===== src/design/stoi_pkg.sv =====
// Package for the string-to-integer parser: parse phases, character codes,
// register indexes and the character classification functions.
// No dependencies.
`timescale 1ns / 1ps

package stoi_pkg;

    localparam int MAX_LEN_DEFAULT = 4096;

    localparam int CFG_DATA_W = 32;
    localparam int CFG_ADDR_W = 3;
    localparam int BASE_W     = 6;
    localparam int VALUE_W    = 64;

    localparam logic [BASE_W-1:0] BASE_RESET = 6'd10;
    localparam logic [BASE_W-1:0] BASE_AUTO  = 6'd0;
    localparam logic [BASE_W-1:0] BASE_OCT   = 6'd8;
    localparam logic [BASE_W-1:0] BASE_DEC   = 6'd10;
    localparam logic [BASE_W-1:0] BASE_HEX   = 6'd16;
    localparam logic [BASE_W-1:0] BASE_MIN   = 6'd2;
    localparam logic [BASE_W-1:0] BASE_MAX   = 6'd36;

    localparam logic REG_NUMBER_BASE = 1'b0;

    localparam logic [7:0] CH_ZERO  = 8'h30;
    localparam logic [7:0] CH_NINE  = 8'h39;
    localparam logic [7:0] CH_LC_A  = 8'h61;
    localparam logic [7:0] CH_LC_Z  = 8'h7a;
    localparam logic [7:0] CH_UC_A  = 8'h41;
    localparam logic [7:0] CH_UC_Z  = 8'h5a;
    localparam logic [7:0] CH_LC_X  = 8'h78;
    localparam logic [7:0] CH_UC_X  = 8'h58;
    localparam logic [7:0] CH_MINUS = 8'h2d;
    localparam logic [7:0] CH_PLUS  = 8'h2b;
    localparam logic [7:0] CH_SPACE = 8'h20;
    localparam logic [7:0] CH_TAB   = 8'h09;
    localparam logic [7:0] CH_LF    = 8'h0a;
    localparam logic [7:0] CH_VT    = 8'h0b;
    localparam logic [7:0] CH_FF    = 8'h0c;
    localparam logic [7:0] CH_CR    = 8'h0d;

    typedef enum logic [2:0] {
        PH_SKIP_WS,
        PH_AFTER_SGN,
        PH_AFTER_0,
        PH_AFTER_X,
        PH_DIGITS
    } phase_t;

    typedef struct packed {
        logic              ok;
        logic [BASE_W-1:0] val;
    } digit_t;

    function automatic digit_t char_value(input logic [7:0] c);
        digit_t d;
        d.ok  = 1'b0;
        d.val = '0;
        if (c >= CH_ZERO && c <= CH_NINE)
        begin
            d.ok  = 1'b1;
            d.val = BASE_W'(c - CH_ZERO);
        end
        else if (c >= CH_LC_A && c <= CH_LC_Z)
        begin
            d.ok  = 1'b1;
            d.val = BASE_W'(c - CH_LC_A) + 6'd10;
        end
        else if (c >= CH_UC_A && c <= CH_UC_Z)
        begin
            d.ok  = 1'b1;
            d.val = BASE_W'(c - CH_UC_A) + 6'd10;
        end
        return d;
    endfunction

    function automatic logic is_white(input logic [7:0] c);
        return (c == CH_SPACE) || (c == CH_TAB) || (c == CH_LF) ||
               (c == CH_CR) || (c == CH_VT) || (c == CH_FF);
    endfunction

endpackage


===== src/design/string_to_integer_parser.sv =====
// Streaming string-to-integer parser with strtol semantics and an APB
// register for the number base. Depends on stoi_pkg.
//
//   Channel   Direction   Contents
//   s_*       in          one byte of the string per transfer, tlast ends it
//   m_*       out         parsed value, digit flag and end offset
//   APB       in/out      number_base register at byte address 0
//
// Each byte is registered on input, then one step of the parser (one
// 64 by 6 bit multiply-add) runs between that register and the result
// register, so a new byte is taken in every cycle unless the result side
// stalls. A stall on the result side holds only a byte that would produce
// a result; other bytes keep flowing. Reset restores the base to 10 and
// clears the parse state.
`timescale 1ns / 1ps

module string_to_integer_parser
    import stoi_pkg::*;
#(
    parameter int MAX_LEN = MAX_LEN_DEFAULT,
    localparam int POS_W  = $clog2(MAX_LEN + 1),
    localparam int OUT_W  = ((VALUE_W + POS_W + 7) / 8) * 8
)
(
    input  logic                  clk,
    input  logic                  rst_n,

    input  logic                  s_tvalid,
    output logic                  s_tready,
    input  logic [7:0]            s_tdata,   // ch[7:0]
    input  logic                  s_tlast,

    output logic                  m_tvalid,
    input  logic                  m_tready,
    output logic [OUT_W-1:0]      m_tdata,   // value[63:0], end_offset, zero pad
    output logic                  m_tuser,   // any_digits

    input  logic                  psel,
    input  logic                  penable,
    input  logic                  pwrite,
    input  logic [CFG_ADDR_W-1:0] paddr,
    input  logic [CFG_DATA_W-1:0] pwdata,
    output logic [CFG_DATA_W-1:0] prdata,
    output logic                  pready
);

    localparam logic [POS_W:0] MAX_POS = (POS_W + 1)'(MAX_LEN);

    logic [BASE_W-1:0]  base_cfg_reg;

    logic               in_valid_reg;
    logic [7:0]         in_ch_reg;
    logic               in_last_reg;

    phase_t             phase_reg, phase_next;
    logic [VALUE_W-1:0] acc_reg, acc_next;
    logic               neg_reg, neg_next;
    logic               seen_reg, seen_next;
    logic [BASE_W-1:0]  base_act_reg, base_act_next;
    logic [POS_W-1:0]   pos_reg, pos_next;
    logic [POS_W-1:0]   end_reg, end_next;
    logic               done_reg;

    logic               out_valid_reg;
    logic [VALUE_W-1:0] out_value_reg;
    logic               out_any_reg;
    logic [POS_W-1:0]   out_end_reg;

    logic               stop;
    logic               emit;
    logic               advance;
    logic [VALUE_W-1:0] res_value;
    logic [POS_W-1:0]   res_end;

    function automatic logic [POS_W-1:0] end_after(input logic [POS_W-1:0] p);
        logic [POS_W:0] e;
        e = {1'b0, p} + 1'b1;
        if (e > MAX_POS)
        begin
            e = MAX_POS;
        end
        return e[POS_W-1:0];
    endfunction

    // Configuration port.
    assign pready = 1'b1;
    always_comb
    begin
        prdata = '0;
        if (paddr[2] == REG_NUMBER_BASE)
        begin
            prdata = CFG_DATA_W'(base_cfg_reg);
        end
    end

    always_ff @(posedge clk or negedge rst_n)
    begin
        if (!rst_n)
        begin
            base_cfg_reg <= BASE_RESET;
        end
        else if (psel && penable && pwrite && pready && paddr[2] == REG_NUMBER_BASE)
        begin
            base_cfg_reg <= pwdata[BASE_W-1:0];
        end
    end

    // Parser step for the registered byte.
    always_comb
    begin
        digit_t             dig;
        logic               first_sig;
        logic               try_digit;
        logic               digit_ok;
        logic [BASE_W-1:0]  base_use;
        logic [VALUE_W-1:0] prod;

        dig           = char_value(in_ch_reg);
        first_sig     = 1'b0;
        try_digit     = 1'b0;
        digit_ok      = 1'b0;
        base_use      = base_act_reg;
        prod          = '0;
        stop          = 1'b0;
        phase_next    = phase_reg;
        acc_next      = acc_reg;
        neg_next      = neg_reg;
        seen_next     = seen_reg;
        base_act_next = base_act_reg;
        end_next      = end_reg;
        pos_next      = end_after(pos_reg);

        if (!done_reg)
        begin
            unique case (phase_reg)
                PH_SKIP_WS:
                begin
                    if (is_white(in_ch_reg))
                    begin
                        phase_next = PH_SKIP_WS;
                    end
                    else if (in_ch_reg == CH_PLUS || in_ch_reg == CH_MINUS)
                    begin
                        neg_next   = (in_ch_reg == CH_MINUS);
                        phase_next = PH_AFTER_SGN;
                    end
                    else
                    begin
                        first_sig = 1'b1;
                    end
                end
                PH_AFTER_SGN:
                begin
                    first_sig = 1'b1;
                end
                PH_AFTER_0:
                begin
                    if (in_ch_reg == CH_LC_X || in_ch_reg == CH_UC_X)
                    begin
                        phase_next = PH_AFTER_X;
                    end
                    else
                    begin
                        phase_next = PH_DIGITS;
                        try_digit  = 1'b1;
                    end
                end
                PH_AFTER_X:
                begin
                    if (dig.ok && dig.val < BASE_HEX)
                    begin
                        base_use   = BASE_HEX;
                        phase_next = PH_DIGITS;
                        try_digit  = 1'b1;
                    end
                    else
                    begin
                        stop = 1'b1;
                    end
                end
                PH_DIGITS:
                begin
                    try_digit = 1'b1;
                end
                default:
                begin
                    try_digit = 1'b1;
                end
            endcase

            if (first_sig)
            begin
                if (in_ch_reg == CH_ZERO &&
                    (base_cfg_reg == BASE_AUTO || base_cfg_reg == BASE_HEX))
                begin
                    base_act_next = (base_cfg_reg == BASE_AUTO) ? BASE_OCT : BASE_HEX;
                    acc_next      = '0;
                    seen_next     = 1'b1;
                    end_next      = end_after(pos_reg);
                    phase_next    = PH_AFTER_0;
                end
                else
                begin
                    base_use   = (base_cfg_reg == BASE_AUTO) ? BASE_DEC : base_cfg_reg;
                    phase_next = PH_DIGITS;
                    try_digit  = 1'b1;
                end
            end

            if (try_digit)
            begin
                base_act_next = base_use;
                digit_ok = (base_use >= BASE_MIN) && (base_use <= BASE_MAX) &&
                           dig.ok && (dig.val < base_use);
                if (digit_ok)
                begin
                    prod      = acc_reg * {{(VALUE_W-BASE_W){1'b0}}, base_use};
                    acc_next  = prod + {{(VALUE_W-BASE_W){1'b0}}, dig.val};
                    seen_next = 1'b1;
                    end_next  = end_after(pos_reg);
                end
                else
                begin
                    stop = 1'b1;
                end
            end
        end
    end

    // Result formed from the updated parse state.
    always_comb
    begin
        emit      = !done_reg && (stop || in_last_reg);
        res_value = '0;
        res_end   = '0;
        if (seen_next)
        begin
            res_value = neg_next ? (VALUE_W'(0) - acc_next) : acc_next;
            res_end   = end_next;
        end
    end

    assign advance  = in_valid_reg && !(emit && out_valid_reg && !m_tready);
    assign s_tready = !in_valid_reg || advance;

    always_ff @(posedge clk or negedge rst_n)
    begin
        if (!rst_n)
        begin
            in_valid_reg <= 1'b0;
        end
        else if (s_tready)
        begin
            in_valid_reg <= s_tvalid;
        end
    end

    always_ff @(posedge clk)
    begin
        if (s_tvalid && s_tready)
        begin
            in_ch_reg   <= s_tdata;
            in_last_reg <= s_tlast;
        end
    end

    always_ff @(posedge clk or negedge rst_n)
    begin
        if (!rst_n)
        begin
            phase_reg    <= PH_SKIP_WS;
            acc_reg      <= '0;
            neg_reg      <= 1'b0;
            seen_reg     <= 1'b0;
            base_act_reg <= '0;
            pos_reg      <= '0;
            end_reg      <= '0;
            done_reg     <= 1'b0;
        end
        else if (advance)
        begin
            if (in_last_reg)
            begin
                phase_reg    <= PH_SKIP_WS;
                acc_reg      <= '0;
                neg_reg      <= 1'b0;
                seen_reg     <= 1'b0;
                base_act_reg <= '0;
                pos_reg      <= '0;
                end_reg      <= '0;
                done_reg     <= 1'b0;
            end
            else
            begin
                phase_reg    <= phase_next;
                acc_reg      <= acc_next;
                neg_reg      <= neg_next;
                seen_reg     <= seen_next;
                base_act_reg <= base_act_next;
                pos_reg      <= pos_next;
                end_reg      <= end_next;
                done_reg     <= done_reg | emit;
            end
        end
    end

    always_ff @(posedge clk or negedge rst_n)
    begin
        if (!rst_n)
        begin
            out_valid_reg <= 1'b0;
        end
        else if (advance && emit)
        begin
            out_valid_reg <= 1'b1;
        end
        else if (m_tready)
        begin
            out_valid_reg <= 1'b0;
        end
    end

    always_ff @(posedge clk)
    begin
        if (advance && emit)
        begin
            out_value_reg <= res_value;
            out_any_reg   <= seen_next;
            out_end_reg   <= res_end;
        end
    end

    assign m_tvalid = out_valid_reg;
    assign m_tdata  = OUT_W'({out_end_reg, out_value_reg});
    assign m_tuser  = out_any_reg;

endmodule


===== config.mk =====
export PLATFORM = sky130hd
export DESIGN_NAME = string_to_integer_parser
export DESIGN_NICKNAME = d
export VERILOG_FILES = /design/src/design/stoi_pkg.sv /design/src/design/string_to_integer_parser.sv
export SDC_FILE = /design/constraint.sdc
export NUM_CORES = 1
export LEC_CHECK = 0
export BUFFER_PORTS_ARGS = -buffer_cell sky130_fd_sc_hd__buf_2
export CORE_UTILIZATION = 54
export CTS_CLUSTER_DIAMETER = 120
export DETAILED_ROUTE_END_ITERATION = 7
export PLACE_DENSITY = 0.75
export SLEW_MARGIN = 10
export SYNTH_ARGS = -nofsm -noshare
export SYNTH_HDL_FRONTEND = slang
export SYNTH_SLANG_ARGS = --single-unit

===== constraint.sdc =====
create_clock -name clk -period 8.6 [get_ports clk]
set_input_delay 0.86 -clock clk [delete_from_list [all_inputs] [get_ports clk]]
set_output_delay 0.86 -clock clk [all_outputs]
set_load 0.01 [all_outputs]

Word-level counts from Yosys, hierarchy flattened

Cells that the tools add are included.

Memories kept: 0
Latch bits: 0
ROM bits: 0
Register bits after elaboration: 197
Input bits: 51
Bits in writable memories: 0

Bitwise logic cells: 2
Multipliers: 1
Order comparisons: 11
Divide/modulo/power cells: 0
Mux-type cells: 69
Shift-type cells: 0
Reductions and logical operators: 40
$add $sub $neg: 8
Equality and inequality tests: 18

Operator list:

| operator                                                        | number |
|---|---|
| two-way mux 64 bit                                              | 7 |
| two-way mux 13 bit                                              | 8 |
| two-way mux 6 bit                                               | 12 |
| adder 64 x 6 -> 64 bit                                          | 1 |
| multiplier 64 x 6 -> 64 bit                                     | 1 |
| subtractor 1 x 64 -> 64 bit, first input constant               | 1 |
| == test 8 x 4 -> 1 bit, second input constant                   | 5 |
| == test 8 x 6 -> 1 bit, second input constant                   | 4 |
| two-way mux 1 bit                                               | 27 |
| two-way mux 3 bit                                               | 8 |
| two-way mux 7 bit                                               | 3 |
| logical AND 1 bit                                               | 17 |
| == test 8 x 7 -> 1 bit, second input constant                   | 2 |
| >= comparator 8 x 7 -> 1 bit, second input constant             | 2 |
| less-or-equal comparator 8 x 7 -> 1 bit, second input constant  | 2 |
| adder 13 x 1 -> 14 bit, second input constant                   | 1 |
| greater-than comparator 14 x 13 -> 1 bit, second input constant | 1 |
| adder 6 x 4 -> 6 bit, second input constant                     | 2 |
| subtractor 6 bit, second input constant                         | 2 |
| logical OR 1 bit                                                | 10 |
| case mux 3 bit (3 select lines)                                 | 1 |
| >= comparator 8 x 6 -> 1 bit, second input constant             | 1 |
| less-or-equal comparator 8 x 6 -> 1 bit, second input constant  | 1 |
| == test 3 x 2 -> 1 bit, second input constant                   | 2 |
| 24 further kinds                                                | 28 |

Depth between registers and ports, before layout

Depth after elaboration: 27
Depth in mapped cells: 37
Mapped depth without buffers: 34

Least setup slack after synthesis

Ideal clock, no wire load.

Path kind: register to register
Start point: register in_ch_reg[0]
End point: register out_value_reg[58], data pin
Setup slack: -0.405 ns
Data arrival time: 8.739 ns
Path buffers: 2
Cell stages (with the launch flop): 34
Library setup time: 0.266 ns
Path through: edfxtp_1 -> ha_1 -> or4_1 -> o311ai_1 -> o2111a_1 -> nand2b_1 -> clkbuf_1 -> mux2i_1 -> nor2_1 -> clkbuf_1 -> nand2_1 -> fa_1 -> fa_1 -> inv_1 -> fa_1 -> inv_1 -> fa_1 -> inv_1 -> ha_1 -> a21oi_1 -> o211ai_1 -> a221oi_1 -> a2111oi_0 -> o31a_1 -> a21boi_0 -> xnor2_1 -> a211oi_1 -> mux2i_1 -> and4bb_4 -> nand3_1 -> or4b_4 -> o21ai_2 -> xnor2_1 -> nor2_1

Longest elaborated chain between the ends: 21
Elaborated cells on any way between the ends: 77
Classes of those cells: 7 x add/sub; 1 x mul; 10 x order compare; 11 x eq/ne; 33 x mux; 15 x reduce/logical

RTL lines:

| item                                                                               | line                            | text |
|---|---|---|
| from (decl)                                                                        | string_to_integer_parser.sv:52  | `logic [7:0] in_ch_reg;` |
| from (signal assigned)                                                             | string_to_integer_parser.sv:262 | `in_ch_reg <= s_tdata;` |
| parallel branches: the longest is 21 deep, another holds subtractor 6 x 1 -> 6 bit | --                              |  |
| to (signal assigned)                                                               | string_to_integer_parser.sv:327 | `out_value_reg <= res_value;` |
| to (decl)                                                                          | string_to_integer_parser.sv:65  | `logic [VALUE_W-1:0] out_value_reg;` |

Several ways; the timed one is not identified. The select of a mux whose other input is x is not followed.
A chain may end at the register's enable or synchronous reset.

Worst setup path in the final report

Start point: register in_ch_reg[1]
End point: register out_value_reg[42], data pin

Same word-level chain as after synthesis.

==> results.toml <==
[logic_synthesis]
synth-simple-area-share = 0.221
synth.most_common_cell = "and2_1"
synth_xor_area_frac = 0.0486
synth_adder_area_share = 0.274
synthFlopType = "dfrtp_1"
synthCells = 2683
ys_types = 108
async_flop_share = 0.558
ys.warnings.count = 0
synth_edf_count = 87
syn_area_mm2 = 0.0242
netlist.area_leader.share = 0.199
yosysTopAreaCell = "fa_1"
synth_top_family_by_area = "adder cells"
synth-seq-cells = 197
synth-seq-area-share = 0.222
synth_common_cells = "320 x and2_1, 266 x nand2_1, 240 x fa_1"
syn_area_per_cell_um2 = 9.00
synth-compound-area-share = 0.165
synth_area_leaders = "fa_1 20%, dfrtp_1 11%, edfxtp_1 11%"
synth_mux_area_frac = 0.0136

[grt]
antenna_found_initial = 2
grt_pass1_vias = 22049
grt-ovfl-total = 0
grt_max_degree = 114
grt_pass1_wl_um = 121000
grt_use_total = 0.341

[setup_path]
critPathTopFamily = "adder cells"
r2r-start = "in_ch_reg[1]"
path_buf_inv = 9
critical-path-max-stage-delay_ns = 0.53
rr_worst_depth = 36
critical_path_class = "reg -> reg"
start_kind = "flop"
crit_top_cell = "buf_6"
cp-end-kind = "flop"
arrival_ns = 9.10
worstPathRequired_ns = 8.83
critPathSlowestCell = "or4b_4"
r2r-end = "out_value_reg[42]"
reg2reg_slack_ns = -0.26
cp_max_fo = 14

[flow_run]
cap_violations = 0

[drt]
drc_errors = 0
vias_per_cell = 6.19
ant_nets = 0
finalWirelength_um = 79900
drtIter0Drc = 2542
post_drt_wl_per_cell_um = 21.7
num_vias = 22840
first_pass_iters = 6

[sta]
final.min_clock_period_ns = 8.86
rsz0062_at_grt = "true"
tightest_slew_ns = 1.24
drv_slew = 0
slew_headroom = 0.173
holdWs_ns = 0.488
skew_ns = 0.0166
fin_ws_ns = -0.260
fmax_mhz = 113
setup_viol = 27
post-route-period-util = 1.03
hold_viol = 0
fin_tns_setup_ns = -4.13

[run_status]
status = "finished, violations left"
failed_checks = "negative setup slack"

[place]
dp_hpwl_um = 57200
place_congestion = 0.944
port_buffers = 108
dpl_worst_slack_ns = -0.606

[cts]
cts_tree = "done"
cts_hold_buf = 0
insertion_delay_ns = 0.48
root_buffer = "clkbuf_16"
htree_levels = 4
clock-sinks = 197
clock_tree.buffer_depth = 2
clk_pin_slew_ns = 0.08
cts-buffers-inserted = 17

[floorplanning]
start_util = 0.548
dieArea_mm2 = 0.0456
rows = 77
coreArea_mm2 = 0.0441
die_x_um = 214
chipHeight_um = 214
ios = 167

[finish]
area_growth_pct = 25.5
diodes = 0
layout.nets = 3518
multi_input_area_mm2 = 0.0190
regArea_mm2 = 0.00537
drive_gt1_frac = 0.273
fillers = 3281
final_util = 0.687

[power]
leakagePower_nw = 14.2
powerDensity_mw_per_mm2 = 149
p_total_mw = 4.52
ir_worst_vdd_uv = 191

[min_path]
min_to = "end_reg[9]"
hold_class = "reg -> reg"
hold_path_depth = 2
worstHoldStart = "end_reg[9]"
worst register-to-register path: cells and delay by family (launching register included):
family	cells	cell delay [ns]
fa+ha+maj	6	2.28
xor+xnor	2	0.45
simple gates	10	1.85
flops	1	0.51
buf+inv	9	1.35
compound gates	9	2.19
power by group:
group | switching (mW) | internal [mW] | leakage, nW
clock network | 0.442 | 0.396 | 0.290
logic | 1.58 | 0.892 | 11.5
registers | 0.0959 | 1.12 | 2.34
total | 2.11 | 2.41 | 14.2
cell usage in the layout (no fill, tap or decap), types with 9 or more instances in the layout:
master	synthesis	routed
mux2_2	9	9
clkbuf_16	0	21
a21oi_1	151	123
o211ai_1	17	17
a21oi_2	0	24
inv_1	113	103
buf_6	6	29
or2_2	10	9
xnor2_1	66	59
nand2_1	266	259
mux2i_1	19	17
o21ai_1	5	17
xor2_2	0	9
a21o_1	37	36
and2_1	320	317
ha_4	0	29
nand2b_1	18	16
nor2b_1	12	12
conb_1	2	30
nor2_1	190	176
buf_2	8	107
fa_1	240	239
nor3_1	33	29
nand3_1	40	38
a22oi_1	31	28
o31ai_1	79	72
xor2_1	68	59
ha_1	145	116
o21ai_2	5	15
a31oi_1	36	30
o21ai_0	119	94
dfrtp_1	108	108
and3_1	21	14
or3_1	15	14
nand4_1	30	30
o21bai_1	13	13
edfxtp_1	87	87
buf_4	31	398
o21a_1	16	16
how the worst max path moves through the flow:
| stage | cells after the start | slack [ns] | end | start |
|---|---|---|---|---|
| 3_3_place_gp | 31 | -0.58 | out_value_reg[63] | in_ch_reg[0] |
| 2_1_floorplan | 34 | 0.02 | out_value_reg[58] | in_ch_reg[0] |
| 5_1_grt | 37 | -0.44 | out_value_reg[54] | in_ch_reg[1] |
| 4_1_cts | 36 | -0.16 | out_value_reg[42] | in_ch_reg[1] |
| 6_report | 36 | -0.26 | out_value_reg[42] | in_ch_reg[1] |
| 3_5_place_dp | 31 | -0.61 | out_value_reg[62] | in_ch_reg[0] |
routing by layer:
metal / vias up / global-route usage / share of wire
li1: 10014 / - / -
met1: 11212 / 0.471 / 0.39
met2: 1348 / 0.535 / 0.46
met3: 266 / 0.0606 / 0.11
met4: 0 / 0.129 / 0.040
met5: - / 0 / 0
layout make-up:
cell class	count	share of cell area
multi-input cells	2206	0.628
flip-flops and latches	197	0.177
repair buffers	547	0.136
well taps	592	0.0244
inverters	113	0.0145
clock buffers	18	0.0142
clock inverters	14	0.00582
cell families (layout without fill, tap and decap cells):
| kind of cell | after synthesis | in the layout |
|---|---|---|
| other | 2 | 30 |
| AOI/OAI and AO/OA | 606 | 606 |
| muxes | 31 | 31 |
| adders and majority gates | 385 | 385 |
| and+or+nand+nor | 1020 | 1020 |
| DFF | 197 | 197 |
| buffers and inverters | 308 | 692 |
| xor gates and xnor gates | 134 | 134 |
repair_timing:
| item | 4_1_cts | 5_1_grt |
|---|---|---|
| cloned | 0 | 4 |
| setup buffers | 27 | 29 |
| setup endpoints to repair | 47 | 50 |
| resized for setup | 111 | 195 |
| pin swaps | 30 | 76 |
through the flow:
step,area [µm²],instances
2_1_floorplan,24300,2711
3_3_place_gp,27700,3602
3_5_place_dp,27700,3602
4_1_cts,29000,3659
5_1_grt,30300,3687
6_report,30300,3687
No activity file was read; power rests on OpenSTA's default activity.
